==> src/hw/rtl/dtlc_pkg.sv <==
// dtlc_pkg: shared types, codes and constants of the decimal token list checker
// no dependencies; used by dtlc_core, dtlc_rfifo and decimal_token_list_checker
package dtlc_pkg;

	// default limit on significant digits in one token
	localparam int MAX_DIGITS_DEF = 5;

	// fixed field widths
	localparam int CHAR_W  = 8;
	localparam int VALUE_W = 17;
	localparam int KIND_W  = 2;
	localparam int CODE_W  = 3;
	localparam int SEEN_W  = 17;

	localparam logic [SEEN_W-1:0] SEEN_MAX = '1;

	// character codes
	localparam logic [CHAR_W-1:0] CHAR_SPACE = 8'h20;
	localparam logic [CHAR_W-1:0] CHAR_ZERO  = 8'h30;
	localparam logic [CHAR_W-1:0] CHAR_NINE  = 8'h39;

	// result queue depth, room for two results per word plus drain slack
	localparam int RQ_DEPTH = 4;
	localparam int RQ_PTR_W = $clog2(RQ_DEPTH);
	localparam int RQ_CNT_W = $clog2(RQ_DEPTH + 1);

	typedef enum logic [KIND_W-1:0] {
		KIND_COUNT   = 2'd0,
		KIND_NUMBER  = 2'd1,
		KIND_VERDICT = 2'd2
	} item_kind_t;

	typedef enum logic [CODE_W-1:0] {
		ERR_OK     = 3'd0,
		ERR_CHAR   = 3'd1,
		ERR_DIGITS = 3'd2,
		ERR_COUNT  = 3'd3,
		ERR_RANGE  = 3'd4
	} err_code_t;

	typedef struct packed {
		logic [VALUE_W-1:0] value;
		item_kind_t         kind;
		err_code_t          code;
		logic               last;
	} result_t;

	// bits needed for the largest token of the given number of digits
	function automatic int acc_width(input int digits);
		longint v;
		int     w;
		v = 1;
		w = 0;
		for (int i = 0; i < digits; i++) begin
			v = v * 10;
		end
		v = v - 1;
		for (int i = 0; i < 40; i++) begin
			if ((v >> i) != 0) begin
				w = i + 1;
			end
		end
		return w;
	endfunction

endpackage

==> src/hw/rtl/dtlc_core.sv <==
// dtlc_core: line state registers and the per-character parse, close and verdict logic
// depends on dtlc_pkg; produces up to two results per accepted word
module dtlc_core #(
	parameter int MAX_DIGITS = dtlc_pkg::MAX_DIGITS_DEF
) (
	input  logic                          clk,
	input  logic                          arst_n,
	input  logic                          take,
	input  logic [dtlc_pkg::CHAR_W-1:0]   char_code,
	input  logic                          end_of_line,
	output dtlc_pkg::result_t             res0,
	output dtlc_pkg::result_t             res1,
	output logic [1:0]                    res_cnt
);

	localparam int ACC_W = dtlc_pkg::acc_width(MAX_DIGITS);
	localparam int DC_W  = $clog2(MAX_DIGITS + 1);
	localparam int CMP_W = (ACC_W > dtlc_pkg::SEEN_W) ? ACC_W : dtlc_pkg::SEEN_W;

	logic [ACC_W-1:0]           acc_q, acc_a, acc_c, n_q, n_c;
	logic [DC_W-1:0]            dc_q, dc_a, dc_c;
	logic [dtlc_pkg::SEEN_W-1:0] seen_q, seen_c;
	logic                       have_q, have_c, rv_q, rv_c, disc_q, disc_a;
	logic                       is_space, is_digit, err_hit, close_tok, tok;
	dtlc_pkg::err_code_t        err_code, verdict;
	dtlc_pkg::item_kind_t       tok_kind;

	// character class; for digits the low nibble is the digit value
	assign is_space = (char_code == dtlc_pkg::CHAR_SPACE);
	assign is_digit = (char_code >= dtlc_pkg::CHAR_ZERO) && (char_code <= dtlc_pkg::CHAR_NINE);

	// digit accumulation and immediate errors
	always_comb begin
		acc_a    = acc_q;
		dc_a     = dc_q;
		disc_a   = disc_q;
		err_hit  = 1'b0;
		err_code = dtlc_pkg::ERR_OK;
		if (!disc_q) begin
			if (is_digit) begin
				// leading zeros are skipped
				if (!(dc_q == '0 && char_code[3:0] == 4'd0)) begin
					if (dc_q >= DC_W'(MAX_DIGITS)) begin
						err_hit  = 1'b1;
						err_code = dtlc_pkg::ERR_DIGITS;
						disc_a   = 1'b1;
					end else begin
						acc_a = ACC_W'({acc_q, 3'b000} + {2'b00, acc_q, 1'b0}
							+ (ACC_W + 3)'(char_code[3:0]));
						dc_a  = DC_W'(dc_q + 1'b1);
					end
				end
			end else if (!is_space) begin
				err_hit  = 1'b1;
				err_code = dtlc_pkg::ERR_CHAR;
				disc_a   = 1'b1;
			end
		end
	end

	// token close on a space or at end of line
	assign close_tok = !disc_a && (is_space || end_of_line);
	assign tok       = close_tok && (dc_a != '0);

	always_comb begin
		have_c   = have_q;
		n_c      = n_q;
		seen_c   = seen_q;
		rv_c     = rv_q;
		acc_c    = acc_a;
		dc_c     = dc_a;
		tok_kind = dtlc_pkg::KIND_COUNT;
		if (tok) begin
			if (!have_q) begin
				n_c    = acc_a;
				have_c = 1'b1;
			end else begin
				tok_kind = dtlc_pkg::KIND_NUMBER;
				if (seen_q != dtlc_pkg::SEEN_MAX) begin
					seen_c = dtlc_pkg::SEEN_W'(seen_q + 1'b1);
				end
				if (acc_a > n_q) begin
					rv_c = 1'b1;
				end
			end
			acc_c = '0;
			dc_c  = '0;
		end
	end

	// end of line verdict, in priority order
	always_comb begin
		if (!have_c || n_c == '0 || CMP_W'(seen_c) != CMP_W'(n_c)) begin
			verdict = dtlc_pkg::ERR_COUNT;
		end else if (rv_c) begin
			verdict = dtlc_pkg::ERR_RANGE;
		end else begin
			verdict = dtlc_pkg::ERR_OK;
		end
	end

	// result assembly: error alone, token alone, token then verdict, or verdict alone
	always_comb begin
		res0    = '0;
		res1    = '0;
		res_cnt = 2'd0;
		if (err_hit) begin
			res0.kind = dtlc_pkg::KIND_VERDICT;
			res0.code = err_code;
			res0.last = 1'b1;
			res_cnt   = 2'd1;
		end else if (tok) begin
			res0.value = dtlc_pkg::VALUE_W'(acc_a);
			res0.kind  = tok_kind;
			res0.code  = dtlc_pkg::ERR_OK;
			res0.last  = !end_of_line;
			res_cnt    = 2'd1;
			if (end_of_line) begin
				res1.kind = dtlc_pkg::KIND_VERDICT;
				res1.code = verdict;
				res1.last = 1'b1;
				res_cnt   = 2'd2;
			end
		end else if (end_of_line && !disc_a) begin
			res0.kind = dtlc_pkg::KIND_VERDICT;
			res0.code = verdict;
			res0.last = 1'b1;
			res_cnt   = 2'd1;
		end
	end

	// line state, cleared at every end of line
	always_ff @(posedge clk or negedge arst_n) begin
		if (!arst_n) begin
			acc_q  <= '0;
			dc_q   <= '0;
			have_q <= 1'b0;
			n_q    <= '0;
			seen_q <= '0;
			rv_q   <= 1'b0;
			disc_q <= 1'b0;
		end else if (take) begin
			if (end_of_line) begin
				acc_q  <= '0;
				dc_q   <= '0;
				have_q <= 1'b0;
				n_q    <= '0;
				seen_q <= '0;
				rv_q   <= 1'b0;
				disc_q <= 1'b0;
			end else begin
				acc_q  <= acc_c;
				dc_q   <= dc_c;
				have_q <= have_c;
				n_q    <= n_c;
				seen_q <= seen_c;
				rv_q   <= rv_c;
				disc_q <= disc_a;
			end
		end
	end

endmodule

==> config.mk <==
export PLATFORM = sky130hd
export DESIGN_NAME = dtlc_core
export DESIGN_NICKNAME = d
export VERILOG_FILES = /design/src/hw/rtl/dtlc_pkg.sv /design/src/hw/rtl/dtlc_core.sv
export SDC_FILE = /design/constraint.sdc
export NUM_CORES = 1
export LEC_CHECK = 0
export BUFFER_PORTS_ARGS = -buffer_cell sky130_fd_sc_hd__buf_2
export CAP_MARGIN = 20
export CORE_MARGIN = 2
export CORE_UTILIZATION = 30
export CTS_CLUSTER_SIZE = 25
export DETAILED_ROUTE_END_ITERATION = 8
export PLACE_DENSITY_LB_ADDON = 0.15
export REMOVE_ABC_BUFFERS = 1
export SLEW_MARGIN = 20
export SYNTH_ARGS = -nofsm -noshare
export SYNTH_HDL_FRONTEND = slang
export SYNTH_SLANG_ARGS = --single-unit
==> constraint.sdc <==
create_clock -name clk -period 5.2 [get_ports clk]
set_input_delay 0.26 -clock clk [delete_from_list [all_inputs] [get_ports clk]]
set_output_delay 0.26 -clock clk [all_outputs]
set_load 0.005 [all_outputs]
==> results.yml, run 1 <==
setup_path:
  cp.arrival_ns: 4.55
  criticalPathCategory: "flip-flop to output pin"
  crit_required_ns: 4.94
  cp_top_family: "adder cells"
  cp_common_cell: "inv_1"
  endpoint_kind: "output pin"
  slowest_delay_ns: 0.49
  rr_worst_depth: 19
  crit_chain: "inv_1 > fa_1 > inv_1 > fa_2 > a21o_1 > and4_1 > nor2_2 > o2111ai_1 > xnor2_1 > a21oi_1 > buf_4 > inv_1 > ha_1 > nand4_1 > nor2_1 > a211oi_2 > o31ai_1 > a31oi_1 > nor3b_1 > buf_2"
  crit_cells: 20
  critPathSlowestCell: "fa_1"
  crit_fanout: 4
  startpoint_type: "flip-flop"
  cp_num_buf_inv: 5
clock_tree:
  htreeDepth: 3
  path_clk_slew_ns: 0.05
  clock_sinks: 57
  clk_latency_ns: 0.34
  cts_tree: "done"
  cts.path.max_buffers: 2
  numCtsBuffers: 9
  root_buffer: "clkbuf_16"
global_routing:
  track_usage_pct: 18.2
  antenna_found_initial: 0
  first_global_vias: 5267
  overflow: 0
  grt_pass1_wl_um: 28500
  grt_max_degree: 58
pwr:
  power_density_mw_per_mm2: 233
  p_leak_nw: 2.91
  ir_worst_vdd_mv: 0.153
floorplan:
  rows: 50
  core_mm2: 0.0186
  die-area_mm2: 0.0200
  die_x_um: 142
  start_util_pct: 30.4
  io-pin-count: 60
  fp.dieH_um: 142
synthesis:
  synthDistinctLibCells: 81
  synth_common_cells: "inv_1 (77), dfrtp_1 (57), a21oi_1 (52)"
  ys.flop_type: "dfrtp_1"
  syn_inst: 708
  synth.most_common_cell: "inv_1"
  netlist.area_leader.share_pct: 25.1
  async_reset_ff_share_pct: 100
  ys_seq_elements: 57
  synth_enable_flop_cells: 0
  syn_area_per_cell_um2: 8.02
  synth_top_cell_by_area: "dfrtp_1"
  syn_area_mm2: 0.00568
  ys_warn_count: 0
  ys_seq_area_share_pct: 25.1
  ys_top_cells_by_area: "dfrtp_1 (25%), ha_1 (11%), o22ai_1 (5.5%)"
cells_and_area:
  n_antenna_cell: 0
  final_layout_size_suffix_gt1_share_pct: 13.5
  n_fill_cell: 1983
  fin_nets: 801
  area_delta_synth_final_pct: 11.4
routing:
  dr.pass1.iters: 5
  drc: 0
  route.vias.total: 5263
  antenna_left: 0
  wirelength_um: 17700
  via_per_inst: 5.39
  post_drt_wl_per_cell_um: 18.1
  drtIter0Drc: 332
timing:
  fin_skew_ns: 0.00473
  max_freq_mhz: 208
  period_share_pct: 92.5
  maxSlewViolCount: 0
  hold_violations: 0
  timing.setup.tns_ns: 0
  worst_slew_pin_slew_ns: 0.903
  fin_crit_ns: 4.81
  max-slew-margin-rel_pct: 39.8
  rsz0062_at_grt: "false"
  setup_viol: 0
  holdWs_ns: 0.116
hold_path:
  hold_class: "primary input to asynchronous set/reset pin"
flow_run:
  cap_violations: 0
run_status:
  outcome: "finished clean"
placement:
  place_congestion: 0.893
  hpwl_um: 13100
  port_buffers: 41
[what timing repair did]
| action | CTS | global route |
|---|---|---|
| resized for setup | 2 | 3 |
| hold buffers | 0 | 0 |
| pin swaps | 0 | 5 |
| setup endpoints to repair | 2 | 6 |
| setup buffers | 0 | 1 |
[power breakdown]
group	internal (W)	total (W)	switching (W)	leakage, nW
clock	0.000334	0.000548	0.000214	0.124
combinational	0.000162	0.000378	0.000216	2.02
sequential	0.000486	0.000546	0.0000593	0.774
[final cells by class]
type	count	area [µm²]	share of cell area [%]
Clock buffer	15	258	4.08
Inverter	77	289	4.57
Multi-Input combinational cell	536	3730	59.0
Sequential cell	57	1430	22.6
Tap cell	234	293	4.63
Timing Repair Buffer	57	325	5.14
[routing by layer]
metal	part of all wire [%]	wire, µm	GRT usage [%]
met5	0	0	0
met4	1.4	243	4.32
met2	49	8580	31.1
met1	46	8140	23.8
met3	4.0	701	3.58
[stage by stage]
step / std cells / utilization (%) / cell area (µm²) / setup WS (ns) / total power, W
global placement: 960 / 32.4 / 6040 / 0.326 / 0.000926
global route: 976 / 33.9 / 6320 / 0.00505 / 0.00156
floorplan: 670 / - / 5430 / 1.22 / 0.000806
CTS: 975 / 33.8 / 6310 / 0.0856 / 0.00148
finish: 976 / 33.9 / 6320 / 0.391 / 0.00147
detailed placement: 960 / 32.4 / 6040 / 0.286 / 0.000928
[path summary, 6_finish.rpt]
path | endpoint | slack (ns) | start
max | res1[3] | 0.39 | acc_q[2]$_DFFE_PN0P_
min | seen_q[3]$_DFFE_PN0P_ | 0.12 | arst_n
max reg2reg | rv_q$_DFFE_PN0P_ | 1.00 | acc_q[2]$_DFFE_PN0P_
min reg2reg | rv_q$_DFFE_PN0P_ | 0.54 | rv_q$_DFFE_PN0P_
max in group asynchronous | n_q[13]$_DFFE_PN0P_ | 4.54 | arst_n
min in group clk | acc_q[0]$_DFFE_PN0P_ | 0.37 | char_code[0]
[flip-flops by register name, summed over array words and instances, names as in the netlist]
name / count
have_q: 1
seen_q: 17
n_q: 17
dc_q: 3
rv_q: 1
acc_q: 17
disc_q: 1
[cells by family after synthesis]
group	count (synthesis)	synth area share (%)
adder cells (fa/ha/maj)	51	11.5
AND/OR/NAND/NOR	200	18.9
other	1	0.0661
flip-flops	57	25.1
buffers and inverters	132	10.6
AO/OA/AOI/OAI	219	25.9
multiplexers	11	2.01
XOR/XNOR	37	5.84
[layout by cell type (no fill, tap or decap), types with 6 or more instances in the layout]
cell        n
nor3b_1     7
buf_2      41
a21o_1      9
conb_1     18
o21a_1     10
ha_1       49
nor3_1     10
buf_4      16
mux2i_1     8
o21ai_1     8
clkbuf_16   9
and3_1      8
a21oi_1    52
nand2_1    47
xor2_1      8
nand4_1    12
a22oi_1    13
nor2_1     48
a21boi_0    6
inv_1      77
xnor2_1    28
o22ai_1    50
nand2b_1    7
dfrtp_1    57
o21ai_0    22
nand3_1    21
Power figures use the tool's default switching activity.
==> run 2: changes to the inputs <==
--- a/config.mk
+++ b/config.mk
@@ -11,6 +11,7 @@
 export CORE_UTILIZATION = 30
 export CTS_CLUSTER_SIZE = 25
 export DETAILED_ROUTE_END_ITERATION = 8
+export MAX_ROUTING_LAYER = met4
 export PLACE_DENSITY_LB_ADDON = 0.15
 export REMOVE_ABC_BUFFERS = 1
 export SLEW_MARGIN = 20
==> results.yml, run 2 (synthesis gave the netlist of run 1 again) <==
placement:
  place_congestion: 0.918
  port_buffers: 41
  hpwl_um: 13300
setup_path:
  cp.arrival_ns: 4.68
  critPathSlowestCell: "fa_1"
  cp_common_cell: "inv_1"
  crit_required_ns: 4.94
  startpoint_type: "flip-flop"
  criticalPathCategory: "flip-flop to output pin"
  crit_fanout: 4
  slowest_delay_ns: 0.48
  endpoint_kind: "output pin"
  crit_chain: "inv_1 > fa_1 > inv_1 > fa_1 > a21o_1 > and4_1 > nor2_2 > o2111ai_1 > xnor2_1 > a21oi_1 > buf_4 > inv_1 > ha_1 > nand4_1 > nor2_1 > a211oi_2 > o31ai_1 > a31oi_2 > nor3b_1 > buf_2"
timing:
  maxSlewViolCount: 0
  period_share_pct: 95.0
  max-slew-margin-rel_pct: 38.5
  max_freq_mhz: 203
  fin_crit_ns: 4.94
  worst_slew_pin_slew_ns: 0.923
  hold_violations: 0
  fin_skew_ns: 0.00412
  rsz0062_at_grt: "false"
  timing.setup.tns_ns: 0
  setup_viol: 0
cells_and_area:
  n_antenna_cell: 0
  final_common_cell: "inv_1"
  final_layout_size_suffix_gt1_share_pct: 13.6
  area_delta_synth_final_pct: 11.4
  n_fill_cell: 1996
  layout_common_cells: "inv_1 (77), dfrtp_1 (57), a21oi_1 (52)"
  reg_top3: "acc_q: 17 flops, n_q: 17 flops, seen_q: 17 flops"
  post-route-util_pct: 33.9
  fin_nets: 801
pwr:
  ir_worst_vdd_mv: 0.164
  p_leak_nw: 2.92
  power_density_mw_per_mm2: 232
  power_w: 0.00146
global_routing:
  antenna_found_initial: 1
  overflow: 0
  track_usage_pct: 19.0
  grt_pass1_wl_um: 29000
  first_global_vias: 5334
  grt_max_degree: 70
run_status:
  outcome: "finished clean"
routing:
  drtIter0Drc: 347
  wirelength_um: 17800
  antenna_left: 0
  post_drt_wl_per_cell_um: 18.3
  dr.pass1.iters: 5
  via_per_inst: 5.42
  route.vias.total: 5279
  drc: 0
clock_tree:
  cts_tree: "done"
  cts_setup_buffers: 0
  clock_sinks: 57
  root_buffer: "clkbuf_16"
  cts.path.max_buffers: 2
  htreeDepth: 3
  clk_latency_ns: 0.34
  path_clk_slew_ns: 0.05
  numCtsBuffers: 9
  ctsHoldBuffers: 0
floorplan:
  die_x_um: 142
  die-area_mm2: 0.0200
  fp.dieH_um: 142
  core_mm2: 0.0186
  io-pin-count: 60
  start_util_pct: 30.4
  rows: 50
flow_run:
  cap_violations: 0
hold_path:
  hold_class: "primary input to asynchronous set/reset pin"
## run 2: final cells by class
class / instances / area [µm²] / share of cell area, %
multi-input cells: 536 / 3740 / 59.1
flip-flops and latches: 57 / 1430 / 22.6
repair buffers: 57 / 325 / 5.15
well taps: 234 / 293 / 4.63
inverters: 77 / 289 / 4.57
clock buffers: 12 / 246 / 3.90
clock inverters: 1 / 5.00 / 0.0792
## run 2: worst paths after layout
kind	startpoint	to	slack (ns)	depth (start not counted)
setup reg to reg	acc_q[2]$_DFFE_PN0P_	rv_q$_DFFE_PN0P_	0.88	19
hold / removal	arst_n	seen_q[2]$_DFFE_PN0P_	0.09	2
max in group asynchronous	arst_n	acc_q[8]$_DFFE_PN0P_	4.53	2
hold reg to reg	acc_q[16]$_DFFE_PN0P_	acc_q[16]$_DFFE_PN0P_	0.54	2
min in group clk	take	disc_q$_DFFE_PN0P_	0.30	2
setup / recovery	acc_q[2]$_DFFE_PN0P_	res1[3]	0.26	20
## run 2: power breakdown
group	internal [W]	total, W	switching (W)	leakage, nW
Combinational	0.000163	0.000382	0.000219	2.02
Clock	0.000326	0.000538	0.000212	0.124
Sequential	0.000487	0.000545	0.0000583	0.774
## run 2: what timing repair did
action | CTS | global route
gates resized for setup | 2 | 3
pin swaps | 0 | 2
endpoints found under the setup margin | 2 | 2
## run 2: routing by layer
layer  GRT usage [%]  vias up  routed length [µm]
li1                -     2572                   -
met1            24.3     2529                8200
met2            30.7      157                8410
met3            3.91       21                 868
met4            5.21        0                 367
met5               -        -                   0
## run 2: worst max-delay path: cells and delay by family, from the launching register on
kind | cells | cell delay [ns]
AND/OR/NAND/NOR | 5 | 0.78
AO/OA/AOI/OAI | 6 | 1.25
buffers and inverters | 5 | 0.52
adder cells (fa/ha/maj) | 3 | 1.26
XOR/XNOR | 1 | 0.16
flip-flops | 1 | 0.36
## run 2: metrics by stage
stage          hold slack [ns]  std cells  instance area [µm²]  setup slack [ns]
3_3_place_gp             0.505        961                 6050             0.284
2_1_floorplan          -0.0356        670                 5430              1.22
5_1_grt                  0.182        974                 6320            0.0202
3_5_place_dp             0.508        961                 6050             0.268
6_report                0.0906        974                 6320             0.262
4_1_cts                  0.147        974                 6310            0.0961
==> run 3: changes to the inputs <==
--- a/config.mk
+++ b/config.mk
@@ -5,6 +5,7 @@
 export SDC_FILE = /design/constraint.sdc
 export NUM_CORES = 1
 export LEC_CHECK = 0
+export ABC_AREA = 1
 export BUFFER_PORTS_ARGS = -buffer_cell sky130_fd_sc_hd__buf_2
 export CAP_MARGIN = 20
 export CORE_MARGIN = 2
==> results.yml, run 3 <==
cells_and_area:
  stdcell_area_mm2: 0.00661
  layout_common_cells: "nand2_1 (282), inv_1 (120), nand3_1 (104)"
  final_common_cell: "nand2_1"
  reg_top3: "acc_q: 17 flops, n_q: 17 flops, seen_q: 17 flops"
  fin_cells: 1237
  n_antenna_cell: 0
  fin_nets: 1032
  area_delta_synth_final_pct: 10.2
  final_layout_size_suffix_gt1_share_pct: 10.1
global_routing:
  gr-usage-met3_pct: 2.10
  track_usage_pct: 18.7
  first_global_vias: 5832
  antenna_found_initial: 0
  use_met2_pct: 29.7
  grt.met1_usage_pct: 25.5
  grt_pass1_wl_um: 31000
  grt_max_degree: 58
  gr-max-usage-layer: "met2"
  overflow: 0
setup_path:
  cp.arrival_ns: 4.08
  crit_fanout: 4
  r2r-start: "acc_q[0]$_DFFE_PN0P_"
  slowest_delay_ns: 0.50
  rr_worst_depth: 18
  cp_top_family: "simple AND/OR/NAND/NOR gates"
  crit_end: "res0[3]"
  crit_required_ns: 4.94
  r2r_setup_slack_ns: 1.66
  criticalPathCategory: "flip-flop to output pin"
  cp_num_buf_inv: 7
  crit_cells: 26
  worstReg2RegEnd: "rv_q$_DFFE_PN0P_"
  critPathSlowestCell: "fa_1"
  endpoint_kind: "output pin"
  cp-startpoint: "acc_q[0]$_DFFE_PN0P_"
  cp_common_cell: "nand2_1"
  startpoint_type: "flip-flop"
floorplan:
  die-area_mm2: 0.0212
  core_mm2: 0.0195
  die_x_um: 145
  start_util_pct: 30.7
  fp.dieH_um: 145
  io-pin-count: 60
  rows: 51
synthesis:
  yosys.area_share.adder_pct: 10.9
  synth_simple_gate_area_share_pct: 38.2
  syn_area_per_cell_um2: 6.38
  synth_xor_area_share_pct: 2.48
  netlist.area_leader.share_pct: 23.8
  syn_inst: 941
  async_reset_ff_share_pct: 100
  synth_top_cell_by_area: "dfrtp_1"
  ys_top_cells_by_area: "dfrtp_1 (24%), nand2_1 (18%), ha_1 (10%)"
  ys_seq_area_share_pct: 23.8
  synth_enable_flop_cells: 0
  syn_area_mm2: 0.00600
  synthMuxAreaShare_pct: 0
  synth_common_cells: "nand2_1 (282), inv_1 (120), nand3_1 (104)"
  ys_warn_count: 0
  synth_compound_area_share_pct: 11.2
  synthDistinctLibCells: 44
  synth.most_common_cell: "nand2_1"
  synth_top_family_by_area: "simple AND/OR/NAND/NOR gates"
  ys.flop_type: "dfrtp_1"
  ys_seq_elements: 57
clock_tree:
  cts_setup_buffers: 0
  root_buffer: "clkbuf_16"
  cts.repair.resized: 0
  cts.path.max_buffers: 2
  clock_sinks: 57
  htreeDepth: 3
  ctsHoldBuffers: 0
  clk_latency_ns: 0.34
  path_clk_slew_ns: 0.06
  numCtsBuffers: 9
  cts_tree: "done"
pwr:
  power_density_mw_per_mm2: 171
  ir_worst_vdd_mv: 0.144
  p_leak_nw: 3.58
  swShare_pct: 27.1
  p_seq_share_pct: 39.8
  power.internal_w: 0.000826
  comb_power_share_pct: 10.7
  clkPwrFrac_pct: 49.5
  power_w: 0.00113
  p_switching_w: 0.000307
timing:
  fin_crit_ns: 4.34
  maxSlewViolCount: 0
  hold_violations: 0
  max-slew-margin-rel_pct: 44.3
  worst_slew_pin_slew_ns: 0.835
  setup_slack_ns: 0.859
  setup_viol: 0
  max_freq_mhz: 230
  fin_skew_ns: 0.00927
  rsz0062_at_grt: "false"
  period_share_pct: 83.5
  timing.setup.tns_ns: 0
flow_run:
  cap_violations: 0
routing:
  via_per_inst: 4.81
  dr.pass1.iters: 4
  drtIter0Drc: 373
  route.vias.total: 5954
  post_drt_wl_per_cell_um: 15.3
  drc: 0
  antenna_left: 0
  wirelength_um: 19000
placement:
  hpwl_um: 14200
  port_buffers: 41
  place_area_mm2: 0.00635
  place_congestion: 0.874
  dpl.cell_count: 1223
  place_ws_ns: 1.20
run_status:
  outcome: "finished clean"
hold_path:
  hold_class: "primary input to asynchronous set/reset pin"
run 3: cells by family (layout without fill, tap and decap cells):
kind of cell | Yosys count | in the layout
AO/OA/AOI/OAI | 116 | 116
XOR/XNOR | 17 | 17
adder cells (fa/ha/maj) | 51 | 51
buffers and inverters | 177 | 191
flip-flops | 57 | 57
other | 1 | 18
AND/OR/NAND/NOR | 522 | 522
run 3: final cells by class:
type | count | area (µm²)
clock buffer | 14 | 264
fill | 2253 | 12900
inverter | 126 | 473
multi-input combinational | 724 | 3840
sequential | 57 | 1430
tap | 265 | 332
timing repair buffer | 51 | 280
run 3: worst reg2reg max path, cell delays in order, from the launching register on:
cell      delay [ns]
dfrtp_1         0.36
inv_1           0.08
fa_1            0.50
inv_1           0.07
fa_1            0.45
nand3_1         0.11
nand2_1         0.13
nand2_1         0.12
nand2_1         0.09
nand2_1         0.09
nand3b_1        0.07
nand3_1         0.10
nand2_1         0.08
ha_1            0.29
nand2_1         0.09
nor4b_1         0.36
nand3_1         0.12
a31oi_1         0.23
a21oi_1         0.06
run 3: worst min-delay path by stage:
stage | from | to | slack, ns | cells past startpoint
3_3_place_gp | arst_n | seen_q[13]$_DFFE_PN0P_ | 0.51 | 2
4_1_cts | arst_n | seen_q[13]$_DFFE_PN0P_ | 0.16 | 2
2_1_floorplan | arst_n | acc_q[0]$_DFFE_PN0P_ | -0.04 | 0
6_report | arst_n | seen_q[13]$_DFFE_PN0P_ | 0.12 | 2
3_5_place_dp | arst_n | seen_q[15]$_DFFE_PN0P_ | 0.50 | 2
5_1_grt | arst_n | seen_q[10]$_DFFE_PN0P_ | 0.20 | 2
run 3: through the flow:
stage | utilization, % | hold slack [ns]
after floorplan | - | -0.0356
after global routing | 33.9 | 0.204
after detailed placement | 32.5 | 0.504
final | 33.9 | 0.120
after global placement | 32.5 | 0.509
after CTS | 33.9 | 0.155
run 3: power by group through the flow:
stage / combinational [W] / clock (W) / sequential [W]
after CTS: 0.000122 / 0.000573 / 0.000451
after floorplan: 0.0000689 / 0 / 0.000458
after global routing: 0.000137 / 0.000592 / 0.000452
final: 0.000121 / 0.000561 / 0.000451
after detailed placement: 0.000122 / 0 / 0.000459
after global placement: 0.000122 / 0 / 0.000459
run 3: per-layer routing:
metal	vias to the layer above	wire length (µm)
met5	-	0
met4	0	271
met3	20	539
met2	116	8500
met1	2729	9670
li1	3089	-
